<file path="src/rtl/efp_pkg.sv">
`default_nettype none
// ----------------------------------------------------------------------------
// efp_pkg
// shared types and codes for the escaped frame parser
// ----------------------------------------------------------------------------
package efp_pkg;

    // configuration register indexes
    localparam logic [2:0] REG_START_CODE     = 3'd0;
    localparam logic [2:0] REG_END_CODE       = 3'd1;
    localparam logic [2:0] REG_ESCAPE_CODE    = 3'd2;
    localparam logic [2:0] REG_ESC_START_CODE = 3'd3;
    localparam logic [2:0] REG_ESC_END_CODE   = 3'd4;
    localparam logic [2:0] REG_ESC_ESC_CODE   = 3'd5;

    // token codes from front to back
    localparam logic [2:0] TOK_OPEN      = 3'd0;
    localparam logic [2:0] TOK_DATA      = 3'd1;
    localparam logic [2:0] TOK_BAD_ESC   = 3'd2;
    localparam logic [2:0] TOK_CLOSE     = 3'd3;
    localparam logic [2:0] TOK_CLOSE_ESC = 3'd4;
    localparam logic [2:0] TOK_STRAY     = 3'd5;

    // report status codes
    localparam logic [2:0] ST_OK        = 3'd0;
    localparam logic [2:0] ST_BAD_SUM   = 3'd1;
    localparam logic [2:0] ST_BAD_ESC   = 3'd2;
    localparam logic [2:0] ST_SHORT     = 3'd3;
    localparam logic [2:0] ST_STRAY     = 3'd4;
    localparam logic [2:0] ST_TOO_LONG  = 3'd5;

    // result kinds
    localparam logic KIND_PAYLOAD = 1'b0;
    localparam logic KIND_REPORT  = 1'b1;

    localparam logic [7:0] MAX_PAYLOAD = 8'd255;

    // header slots
    localparam logic [2:0] HDR_FLAGS  = 3'd0;
    localparam logic [2:0] HDR_TARGET = 3'd1;
    localparam logic [2:0] HDR_SOURCE = 3'd2;
    localparam logic [2:0] HDR_ERROR  = 3'd6;
    localparam logic [2:0] HDR_DONE   = 3'd7;

    typedef struct packed {
        logic [2:0] kind;
        logic [7:0] data;
    } tok_t;

    typedef struct packed {
        logic       kind;
        logic [7:0] data_byte;
        logic [2:0] status;
        logic [7:0] flag_bits;
        logic [7:0] target_id;
        logic [7:0] source_id;
        logic [7:0] device_id;
        logic [7:0] command_id;
        logic [7:0] sequence_number;
        logic [7:0] error_code;
        logic [7:0] payload_length;
    } res_t;

endpackage
`default_nettype wire

</file>
<file path="src/rtl/efp_front.sv">
`default_nettype none
// ----------------------------------------------------------------------------
// efp_front
// config registers, frame tracking and escape decoding into tokens
// ----------------------------------------------------------------------------
module efp_front (
    input  wire logic          clk,
    input  wire logic          rst_n,
    input  wire logic          cfg_valid,
    output logic               cfg_ready,
    input  wire logic [2:0]    cfg_index,
    input  wire logic [7:0]    cfg_data,
    input  wire logic          accept,
    input  wire logic [7:0]    rx_byte,
    output logic               tok_valid,
    output efp_pkg::tok_t      tok
);
    import efp_pkg::*;

    logic [7:0] start_code_reg, end_code_reg, escape_code_reg;
    logic [7:0] esc_start_reg, esc_end_reg, esc_esc_reg;
    logic       in_frame_reg, in_frame_next;
    logic       esc_pend_reg, esc_pend_next;

    assign cfg_ready = 1'b1;

    always_ff @(posedge clk or negedge rst_n)
    begin
        if (!rst_n)
        begin
            start_code_reg  <= 8'd141;
            end_code_reg    <= 8'd216;
            escape_code_reg <= 8'd171;
            esc_start_reg   <= 8'd5;
            esc_end_reg     <= 8'd80;
            esc_esc_reg     <= 8'd35;
        end
        else if (cfg_valid)
        begin
            case (cfg_index)
                REG_START_CODE:     start_code_reg  <= cfg_data;
                REG_END_CODE:       end_code_reg    <= cfg_data;
                REG_ESCAPE_CODE:    escape_code_reg <= cfg_data;
                REG_ESC_START_CODE: esc_start_reg   <= cfg_data;
                REG_ESC_END_CODE:   esc_end_reg     <= cfg_data;
                REG_ESC_ESC_CODE:   esc_esc_reg     <= cfg_data;
                default:            ;
            endcase
        end
    end

    always_comb
    begin
        in_frame_next = in_frame_reg;
        esc_pend_next = esc_pend_reg;
        tok_valid     = 1'b0;
        tok.kind      = TOK_DATA;
        tok.data      = rx_byte;
        if (rx_byte == start_code_reg)
        begin
            tok_valid     = 1'b1;
            tok.kind      = TOK_OPEN;
            in_frame_next = 1'b1;
            esc_pend_next = 1'b0;
        end
        else if (!in_frame_reg)
        begin
            tok_valid = 1'b1;
            tok.kind  = TOK_STRAY;
        end
        else if (rx_byte == end_code_reg)
        begin
            tok_valid     = 1'b1;
            tok.kind      = esc_pend_reg ? TOK_CLOSE_ESC : TOK_CLOSE;
            in_frame_next = 1'b0;
            esc_pend_next = 1'b0;
        end
        else if (esc_pend_reg)
        begin
            tok_valid     = 1'b1;
            esc_pend_next = 1'b0;
            if (rx_byte == esc_start_reg)
                tok.data = start_code_reg;
            else if (rx_byte == esc_end_reg)
                tok.data = end_code_reg;
            else if (rx_byte == esc_esc_reg)
                tok.data = escape_code_reg;
            else
                tok.kind = TOK_BAD_ESC;
        end
        else if (rx_byte == escape_code_reg)
        begin
            esc_pend_next = 1'b1;
        end
        else
        begin
            tok_valid = 1'b1;
        end
    end

    always_ff @(posedge clk or negedge rst_n)
    begin
        if (!rst_n)
        begin
            in_frame_reg <= 1'b0;
            esc_pend_reg <= 1'b0;
        end
        else if (accept)
        begin
            in_frame_reg <= in_frame_next;
            esc_pend_reg <= esc_pend_next;
        end
    end

endmodule
`default_nettype wire

</file>
<file path="src/rtl/efp_tok_queue.sv">
`default_nettype none
// ----------------------------------------------------------------------------
// efp_tok_queue
// two-entry token queue between front and back
// ----------------------------------------------------------------------------
module efp_tok_queue (
    input  wire logic          clk,
    input  wire logic          rst_n,
    input  wire logic          wr_en,
    input  wire efp_pkg::tok_t wr_tok,
    output logic               full,
    input  wire logic          rd_en,
    output efp_pkg::tok_t      rd_tok,
    output logic               empty
);
    import efp_pkg::*;

    tok_t       mem_reg [2];
    logic       wr_ptr_reg, rd_ptr_reg;
    logic [1:0] count_reg;

    assign full   = (count_reg == 2'd2);
    assign empty  = (count_reg == 2'd0);
    assign rd_tok = mem_reg[rd_ptr_reg];

    always_ff @(posedge clk)
    begin
        if (wr_en)
            mem_reg[wr_ptr_reg] <= wr_tok;
    end

    always_ff @(posedge clk or negedge rst_n)
    begin
        if (!rst_n)
        begin
            wr_ptr_reg <= 1'b0;
            rd_ptr_reg <= 1'b0;
            count_reg  <= 2'd0;
        end
        else
        begin
            if (wr_en)
                wr_ptr_reg <= ~wr_ptr_reg;
            if (rd_en)
                rd_ptr_reg <= ~rd_ptr_reg;
            if (wr_en && !rd_en)
                count_reg <= count_reg + 2'd1;
            else if (rd_en && !wr_en)
                count_reg <= count_reg - 2'd1;
        end
    end

endmodule
`default_nettype wire

</file>
<file path="src/rtl/efp_back.sv">
`default_nettype none
// ----------------------------------------------------------------------------
// efp_back
// frame state, checksum, header capture and result queue
// ----------------------------------------------------------------------------
module efp_back (
    input  wire logic          clk,
    input  wire logic          rst_n,
    input  wire logic          tok_avail,
    input  wire efp_pkg::tok_t tok,
    output logic               tok_take,
    output efp_pkg::res_t      res_head,
    output logic               res_empty,
    input  wire logic          res_pop
);
    import efp_pkg::*;

    logic [7:0] held_reg, held_next;
    logic       held_valid_reg, held_valid_next;
    logic [7:0] sum_reg, sum_next;
    logic [2:0] hpos_reg, hpos_next;
    logic [7:0] fields_reg [7];
    logic       field_we;
    logic [7:0] count_reg, count_next;
    logic [2:0] fault_reg, fault_next;
    logic       clear_fields;

    res_t       res;
    logic       res_we;

    res_t       rq_reg [2];
    logic       rq_wr_reg, rq_rd_reg;
    logic [1:0] rq_cnt_reg;

    logic [7:0] flags_now;
    logic [2:0] slot;
    logic [2:0] close_fault;

    assign tok_take  = tok_avail && (rq_cnt_reg != 2'd2);
    assign res_empty = (rq_cnt_reg == 2'd0);
    assign res_head  = rq_reg[rq_rd_reg];

    // flags byte as seen after this write
    assign flags_now = (hpos_reg == HDR_FLAGS) ? held_reg : fields_reg[0];

    always_comb
    begin
        slot = hpos_reg + 3'd1;
        if (slot == HDR_TARGET && !flags_now[4])
            slot = slot + 3'd1;
        if (slot == HDR_SOURCE && !flags_now[5])
            slot = slot + 3'd1;
        if (slot == HDR_ERROR && !flags_now[0])
            slot = slot + 3'd1;
    end

    always_comb
    begin
        held_next       = held_reg;
        held_valid_next = held_valid_reg;
        sum_next        = sum_reg;
        hpos_next       = hpos_reg;
        count_next      = count_reg;
        fault_next      = fault_reg;
        field_we        = 1'b0;
        clear_fields    = 1'b0;
        res_we          = 1'b0;
        res             = '0;
        close_fault     = fault_reg;

        case (tok.kind)
            TOK_OPEN:
            begin
                held_next       = 8'd0;
                held_valid_next = 1'b0;
                sum_next        = 8'd0;
                hpos_next       = HDR_FLAGS;
                count_next      = 8'd0;
                fault_next      = ST_OK;
                clear_fields    = 1'b1;
            end
            TOK_STRAY:
            begin
                res_we     = 1'b1;
                res.kind   = KIND_REPORT;
                res.status = ST_STRAY;
            end
            TOK_CLOSE, TOK_CLOSE_ESC:
            begin
                if (tok.kind == TOK_CLOSE_ESC && fault_reg == ST_OK)
                    close_fault = ST_BAD_ESC;
                fault_next      = close_fault;
                res_we          = 1'b1;
                res.kind        = KIND_REPORT;
                if (close_fault != ST_OK)
                    res.status = close_fault;
                else if (hpos_reg != HDR_DONE || !held_valid_reg)
                    res.status = ST_SHORT;
                else if (held_reg != ~sum_reg)
                    res.status = ST_BAD_SUM;
                else
                    res.status = ST_OK;
                res.flag_bits       = fields_reg[0];
                res.target_id       = fields_reg[1];
                res.source_id       = fields_reg[2];
                res.device_id       = fields_reg[3];
                res.command_id      = fields_reg[4];
                res.sequence_number = fields_reg[5];
                res.error_code      = fields_reg[6];
                res.payload_length  = count_reg;
            end
            TOK_BAD_ESC:
            begin
                if (fault_reg == ST_OK)
                    fault_next = ST_BAD_ESC;
            end
            TOK_DATA:
            begin
                if (fault_reg == ST_OK)
                begin
                    if (held_valid_reg)
                    begin
                        // confirm the held byte, it is not the checksum
                        sum_next = sum_reg + held_reg;
                        if (hpos_reg != HDR_DONE)
                        begin
                            field_we  = 1'b1;
                            hpos_next = slot;
                        end
                        else if (count_reg >= MAX_PAYLOAD)
                        begin
                            fault_next = ST_TOO_LONG;
                        end
                        else
                        begin
                            count_next    = count_reg + 8'd1;
                            res_we        = 1'b1;
                            res.kind      = KIND_PAYLOAD;
                            res.data_byte = held_reg;
                        end
                    end
                    held_next       = tok.data;
                    held_valid_next = 1'b1;
                end
            end
            default: ;
        endcase
    end

    always_ff @(posedge clk or negedge rst_n)
    begin
        if (!rst_n)
        begin
            held_reg       <= 8'd0;
            held_valid_reg <= 1'b0;
            sum_reg        <= 8'd0;
            hpos_reg       <= HDR_FLAGS;
            count_reg      <= 8'd0;
            fault_reg      <= ST_OK;
            for (int i = 0; i < 7; i++)
                fields_reg[i] <= 8'd0;
        end
        else if (tok_take)
        begin
            held_reg       <= held_next;
            held_valid_reg <= held_valid_next;
            sum_reg        <= sum_next;
            hpos_reg       <= hpos_next;
            count_reg      <= count_next;
            fault_reg      <= fault_next;
            if (clear_fields)
            begin
                for (int i = 0; i < 7; i++)
                    fields_reg[i] <= 8'd0;
            end
            else if (field_we)
            begin
                fields_reg[hpos_reg] <= held_reg;
            end
        end
    end

    // result queue
    always_ff @(posedge clk)
    begin
        if (tok_take && res_we)
            rq_reg[rq_wr_reg] <= res;
    end

    always_ff @(posedge clk or negedge rst_n)
    begin
        if (!rst_n)
        begin
            rq_wr_reg  <= 1'b0;
            rq_rd_reg  <= 1'b0;
            rq_cnt_reg <= 2'd0;
        end
        else
        begin
            if (tok_take && res_we)
                rq_wr_reg <= ~rq_wr_reg;
            if (res_pop && !res_empty)
                rq_rd_reg <= ~rq_rd_reg;
            if ((tok_take && res_we) && !(res_pop && !res_empty))
                rq_cnt_reg <= rq_cnt_reg + 2'd1;
            else if (!(tok_take && res_we) && (res_pop && !res_empty))
                rq_cnt_reg <= rq_cnt_reg - 2'd1;
        end
    end

endmodule
`default_nettype wire

</file>
<file path="src/rtl/escaped_frame_parser.sv">
`default_nettype none
// ----------------------------------------------------------------------------
// escaped_frame_parser
// streaming deframer for byte-stuffed frames with checksum check
// ----------------------------------------------------------------------------
// usage
//   input side is a queue: a byte beat is taken when push is high and full low
//   result side is a queue: the oldest result sits on the ports while empty
//   is low and leaves on a clock edge with pop high
//   config writes go through cfg_valid/cfg_ready (ready is always high),
//   cfg_index picks the code register, write only while the block is idle
// timing
//   one byte per cycle sustained while full is low; the front decodes a byte
//   into a token on the edge that takes it, the back engine consumes that
//   token from the two-entry token queue and writes its result into the
//   result queue, whose oldest entry sits on the ports until popped
//   a payload byte comes out only once the next data byte shows it is not
//   the checksum; the back takes one token per cycle while its queue has room
// stalls and reset
//   when pop stays low the two-entry result queue fills, the back engine
//   holds, the token queue fills and full goes high; nothing is dropped
//   reset clears both queues, leaves the parser outside a frame and loads
//   the default codes
// ----------------------------------------------------------------------------
module escaped_frame_parser (
    input  wire logic       clk,
    input  wire logic       rst_n,
    // byte input
    input  wire logic       push,
    output logic            full,
    input  wire logic [7:0] rx_byte,
    // results
    output logic            empty,
    input  wire logic       pop,
    output logic            kind,
    output logic [7:0]      data_byte,
    output logic [2:0]      status,
    output logic [7:0]      flag_bits,
    output logic [7:0]      target_id,
    output logic [7:0]      source_id,
    output logic [7:0]      device_id,
    output logic [7:0]      command_id,
    output logic [7:0]      sequence_number,
    output logic [7:0]      error_code,
    output logic [7:0]      payload_length,
    // configuration
    input  wire logic       cfg_valid,
    output logic            cfg_ready,
    input  wire logic [2:0] cfg_index,
    input  wire logic [7:0] cfg_data
);
    import efp_pkg::*;

    logic accept;
    logic front_valid;
    tok_t front_tok;
    tok_t back_tok;
    logic tq_empty;
    logic tok_take;
    res_t head;

    // a beat is taken whenever the token queue has room
    assign accept = push && !full;

    efp_front u_front (
        .clk       (clk),
        .rst_n     (rst_n),
        .cfg_valid (cfg_valid),
        .cfg_ready (cfg_ready),
        .cfg_index (cfg_index),
        .cfg_data  (cfg_data),
        .accept    (accept),
        .rx_byte   (rx_byte),
        .tok_valid (front_valid),
        .tok       (front_tok)
    );

    // escape first bytes produce no token
    efp_tok_queue u_tok_queue (
        .clk    (clk),
        .rst_n  (rst_n),
        .wr_en  (accept && front_valid),
        .wr_tok (front_tok),
        .full   (full),
        .rd_en  (tok_take),
        .rd_tok (back_tok),
        .empty  (tq_empty)
    );

    efp_back u_back (
        .clk       (clk),
        .rst_n     (rst_n),
        .tok_avail (!tq_empty),
        .tok       (back_tok),
        .tok_take  (tok_take),
        .res_head  (head),
        .res_empty (empty),
        .res_pop   (pop)
    );

    // head of the result queue straight onto the ports
    assign kind            = head.kind;
    assign data_byte       = head.data_byte;
    assign status          = head.status;
    assign flag_bits       = head.flag_bits;
    assign target_id       = head.target_id;
    assign source_id       = head.source_id;
    assign device_id       = head.device_id;
    assign command_id      = head.command_id;
    assign sequence_number = head.sequence_number;
    assign error_code      = head.error_code;
    assign payload_length  = head.payload_length;

endmodule
`default_nettype wire
</file>
<file path="config.mk">
export PLATFORM = sky130hd
export DESIGN_NAME = escaped_frame_parser
export DESIGN_NICKNAME = d
export VERILOG_FILES = /design/src/rtl/efp_pkg.sv /design/src/rtl/efp_front.sv /design/src/rtl/efp_tok_queue.sv /design/src/rtl/efp_back.sv /design/src/rtl/escaped_frame_parser.sv
export SDC_FILE = /design/constraint.sdc
export NUM_CORES = 1
export LEC_CHECK = 0
export BUFFER_PORTS_ARGS = -buffer_cell sky130_fd_sc_hd__buf_2
export CORE_MARGIN = 1.5
export CORE_UTILIZATION = 54
export DETAILED_ROUTE_END_ITERATION = 10
export GPL_TIMING_DRIVEN = 0
export PLACE_DENSITY = 0.75
export SLEW_MARGIN = 20
export SYNTH_ARGS = -nofsm -noshare
export SYNTH_HDL_FRONTEND = slang
export SYNTH_HIERARCHICAL = 1
export SYNTH_SLANG_ARGS = --single-unit
export TNS_END_PERCENT = 100
</file>
<file path="constraint.sdc">
create_clock -name clk -period 5.08 [get_ports clk]
set_input_delay 0.508 -clock clk [delete_from_list [all_inputs] [get_ports clk]]
set_output_delay 0.508 -clock clk [all_outputs]
set_load 0.02 [all_outputs]
</file>
==> flow_summary.toml <==
[run_status]
status = "finished clean"

[finish]
diodes = 0
final_common_cell = "edfxtp_1"
layout_common_cells = "edfxtp_1 (174), mux2_2 (125), dfrtp_1 (125)"
multi_input_area_sq_mm = 0.00501
fin_nets = 1183
drive_above_1_share_pct = 30.6
largest_reg_flops = 152
seq_area_sq_mm = 0.00888
syn_to_final_growth_pct = 15.2
n_fill_cell = 1902
post-route-util_pct = 63.2

[setup_path]
path_delay_family = "simple AND/OR/NAND/NOR gates"
cp-end-kind = "flop"
critPathMaxFanout = 27
crit_path_start_kind = "flop"
max_stage_delay_ns = 0.52
critical_path_required_ns = 5.28
path_cells = "buf_6, mux2_4, nor2_2, nand2_2, nor4_4, o21ai_0, nor2_4, buf_16, buf_12"
arrival_ns = 3.53
worst-path-buf-inv = 3
r2r_setup_slack_ns = 1.75
cpMaxStageDelayCell = "nor4_4"
critPathKind = "reg2reg"

[synthesis]
ys_seq_area_share_pct = 62.5
syn_inst = 1006
synth-edff-count = 174
ys.flop_type = "edfxtp_1"
ys_async_sr_fraction_pct = 45.5
synth_area_sq_mm = 0.0142
ys_types = 75
ys_ff_latch = 319
yosys_warnings = 6
syn_avg_cell_area_sq_um = 14.1
synth_nets = 1048

[global_route]
grt_pass1_vias = 8713
antenna_found_initial = 0
grtUsageTotal_pct = 22.1
grt-ovfl-total = 0
grt_start_max_net_pins = 96
grt_pass1_wl_um = 46600

[route]
first_pass_iters = 4
remaining_drc_errors = 0
routed_wl_um = 29300
vias = 8638
via_per_inst = 5.75
wl_per_cell_um = 19.5
drtAntennaViolNets = 0
drt_iter0_drc = 621

[die]
pin_count = 103
die_area_sq_mm = 0.0273
core_sq_mm = 0.0259
dieHeight_um = 165
initial_core_util_pct = 54.9
fp.dieW_um = 165
core.rowCount = 59

[sta]
hold_viol_final = 0
finalClockSkew_ns = 0.0239
rsz0062_at_grt = "no"
finalHoldWorstSlack_ns = 0.303
finalCritPeriodShare_pct = 65.5
slew_headroom_pct = 34.3
maxSlewViolCount = 0
setup_viol = 0
period_needed_ns = 3.33
tightest_slew_ns = 0.984
fmax_mhz = 301

[clock_tree]
htreeDepth = 2
cts_tree = "done"
cts.sinks = 319
path_clk_slew_ns = 0.06
clk_latency_ns = 0.51
cts_buffers = 34
clockBufferDepth = 3
postCtsHoldBufs = 1
clockRootBuffer = "clkbuf_16"
postCtsSetupRepairBufs = 0
postCtsResizedCells = 0

[run]
drv_cap = 0

[pwr]
p_leak_nw = 6.49
power_density_mw_per_mm2 = 568
max-vdd-ir-drop_v = 0.000387

[worst_hold_path]
hold_path_class = "in2reg"

[placement]
dp_hpwl_um = 19700
gp_congestion = 0.849
portBuffers = 91
[power by group]
| group | internal (mW) | leakage (nW) | switching [mW] | total, mW |
|---|---|---|---|---|
| clock | 1.41 | 0.522 | 0.968 | 2.37 |
| sequential | 3.50 | 3.51 | 0.272 | 3.78 |
| combinational | 1.24 | 2.45 | 1.91 | 3.15 |
| total | 6.15 | 6.49 | 3.15 | 9.30 |
[cell families after synthesis]
family                     after synthesis  share of synthesized area, %
DFF                                    319                          62.5
AOI/OAI and AO/OA                      136                          7.84
xor gates and xnor gates                73                          4.50
and+or+nand+nor                        251                          10.2
other                                    1                        0.0264
buffers and inverters                   72                          2.37
muxes                                  136                          11.0
adders and majority gates               18                          1.64
[cells in the mapped netlist (17+ instances only)]
library cell | number | share of area (%)
nand2_1 | 63 | 1.7
dfrtp_1 | 125 | 22
clkbuf_1 | 22 | 0.58
mux2_2 | 125 | 9.9
a22o_1 | 61 | 3.8
xnor2_1 | 43 | 2.6
edfxtp_1 | 174 | 37
ha_1 | 17 | 1.5
xor2_1 | 30 | 1.8
nor2_1 | 31 | 0.82
dfstp_2 | 20 | 3.7
nor2b_1 | 67 | 2.9
inv_1 | 25 | 0.66
[cell type report]
class | instances | share of cell area [%]
flip-flops and latches | 319 | 54.2
well taps | 335 | 2.56
inverters | 26 | 0.596
clock buffers | 47 | 6.00
repair buffers | 99 | 3.90
clock inverters | 14 | 0.634
multi-input cells | 615 | 30.6
plain buffers | 46 | 1.46
[worst paths after layout]
| path | to | depth (start not counted) | startpoint |
|---|---|---|---|
| min reg2reg | u_tok_queue/wr_ptr_reg$_DFFE_PN0P_ | 1 | u_tok_queue/wr_ptr_reg$_DFFE_PN0P_ |
| min | u_front/escape_code_reg[0]$_DFFE_PN1P_ | 3 | cfg_data[0] |
| max reg2reg | u_back/rq_reg[1][18]$_DFFE_PP_ | 9 | u_tok_queue/rd_ptr_reg$_DFFE_PN0P_ |
| max in group asynchronous | u_back/rq_cnt_reg[0]$_DFFE_PN0P_ | 3 | rst_n |
| max | u_back/rq_reg[1][18]$_DFFE_PP_ | 9 | u_tok_queue/rd_ptr_reg$_DFFE_PN0P_ |
| min in group asynchronous | u_front/esc_end_reg[7]$_DFFE_PN0P_ | 2 | rst_n |
[worst min-delay path, cell delays in order]
cell and delay [ns]:
buf_2 0.14, nand2_1 0.06, o21ai_0 0.09
[layer usage]
layer / part of all wire, % / track usage [%] / wire length (um) / vias up
met5: 0 / 0 / 0 / -
met4: 2.9 / 7.90 / 863 / 0
met3: 4.6 / 3.42 / 1360 / 65
met2: 51 / 38.4 / 15000 / 251
met1: 41 / 28.2 / 12100 / 4353
li1: - / - / - / 3969
[per-stage QoR]
stage	setup TNS, ns	area, sq um	instances	power (mW)	setup slack (ns)
after floorplan	-52.39	14200	1006	5.96	-0.345
after global placement	-381.49	15100	1432	6.82	-2.52
after detailed placement	0	15300	1439	6.97	1.69
after CTS	0	16400	1501	9.38	1.72
after global routing	0	16400	1501	9.78	1.51
final	0	16400	1501	9.30	1.75
No activity file was read; power rests on OpenSTA's default activity.
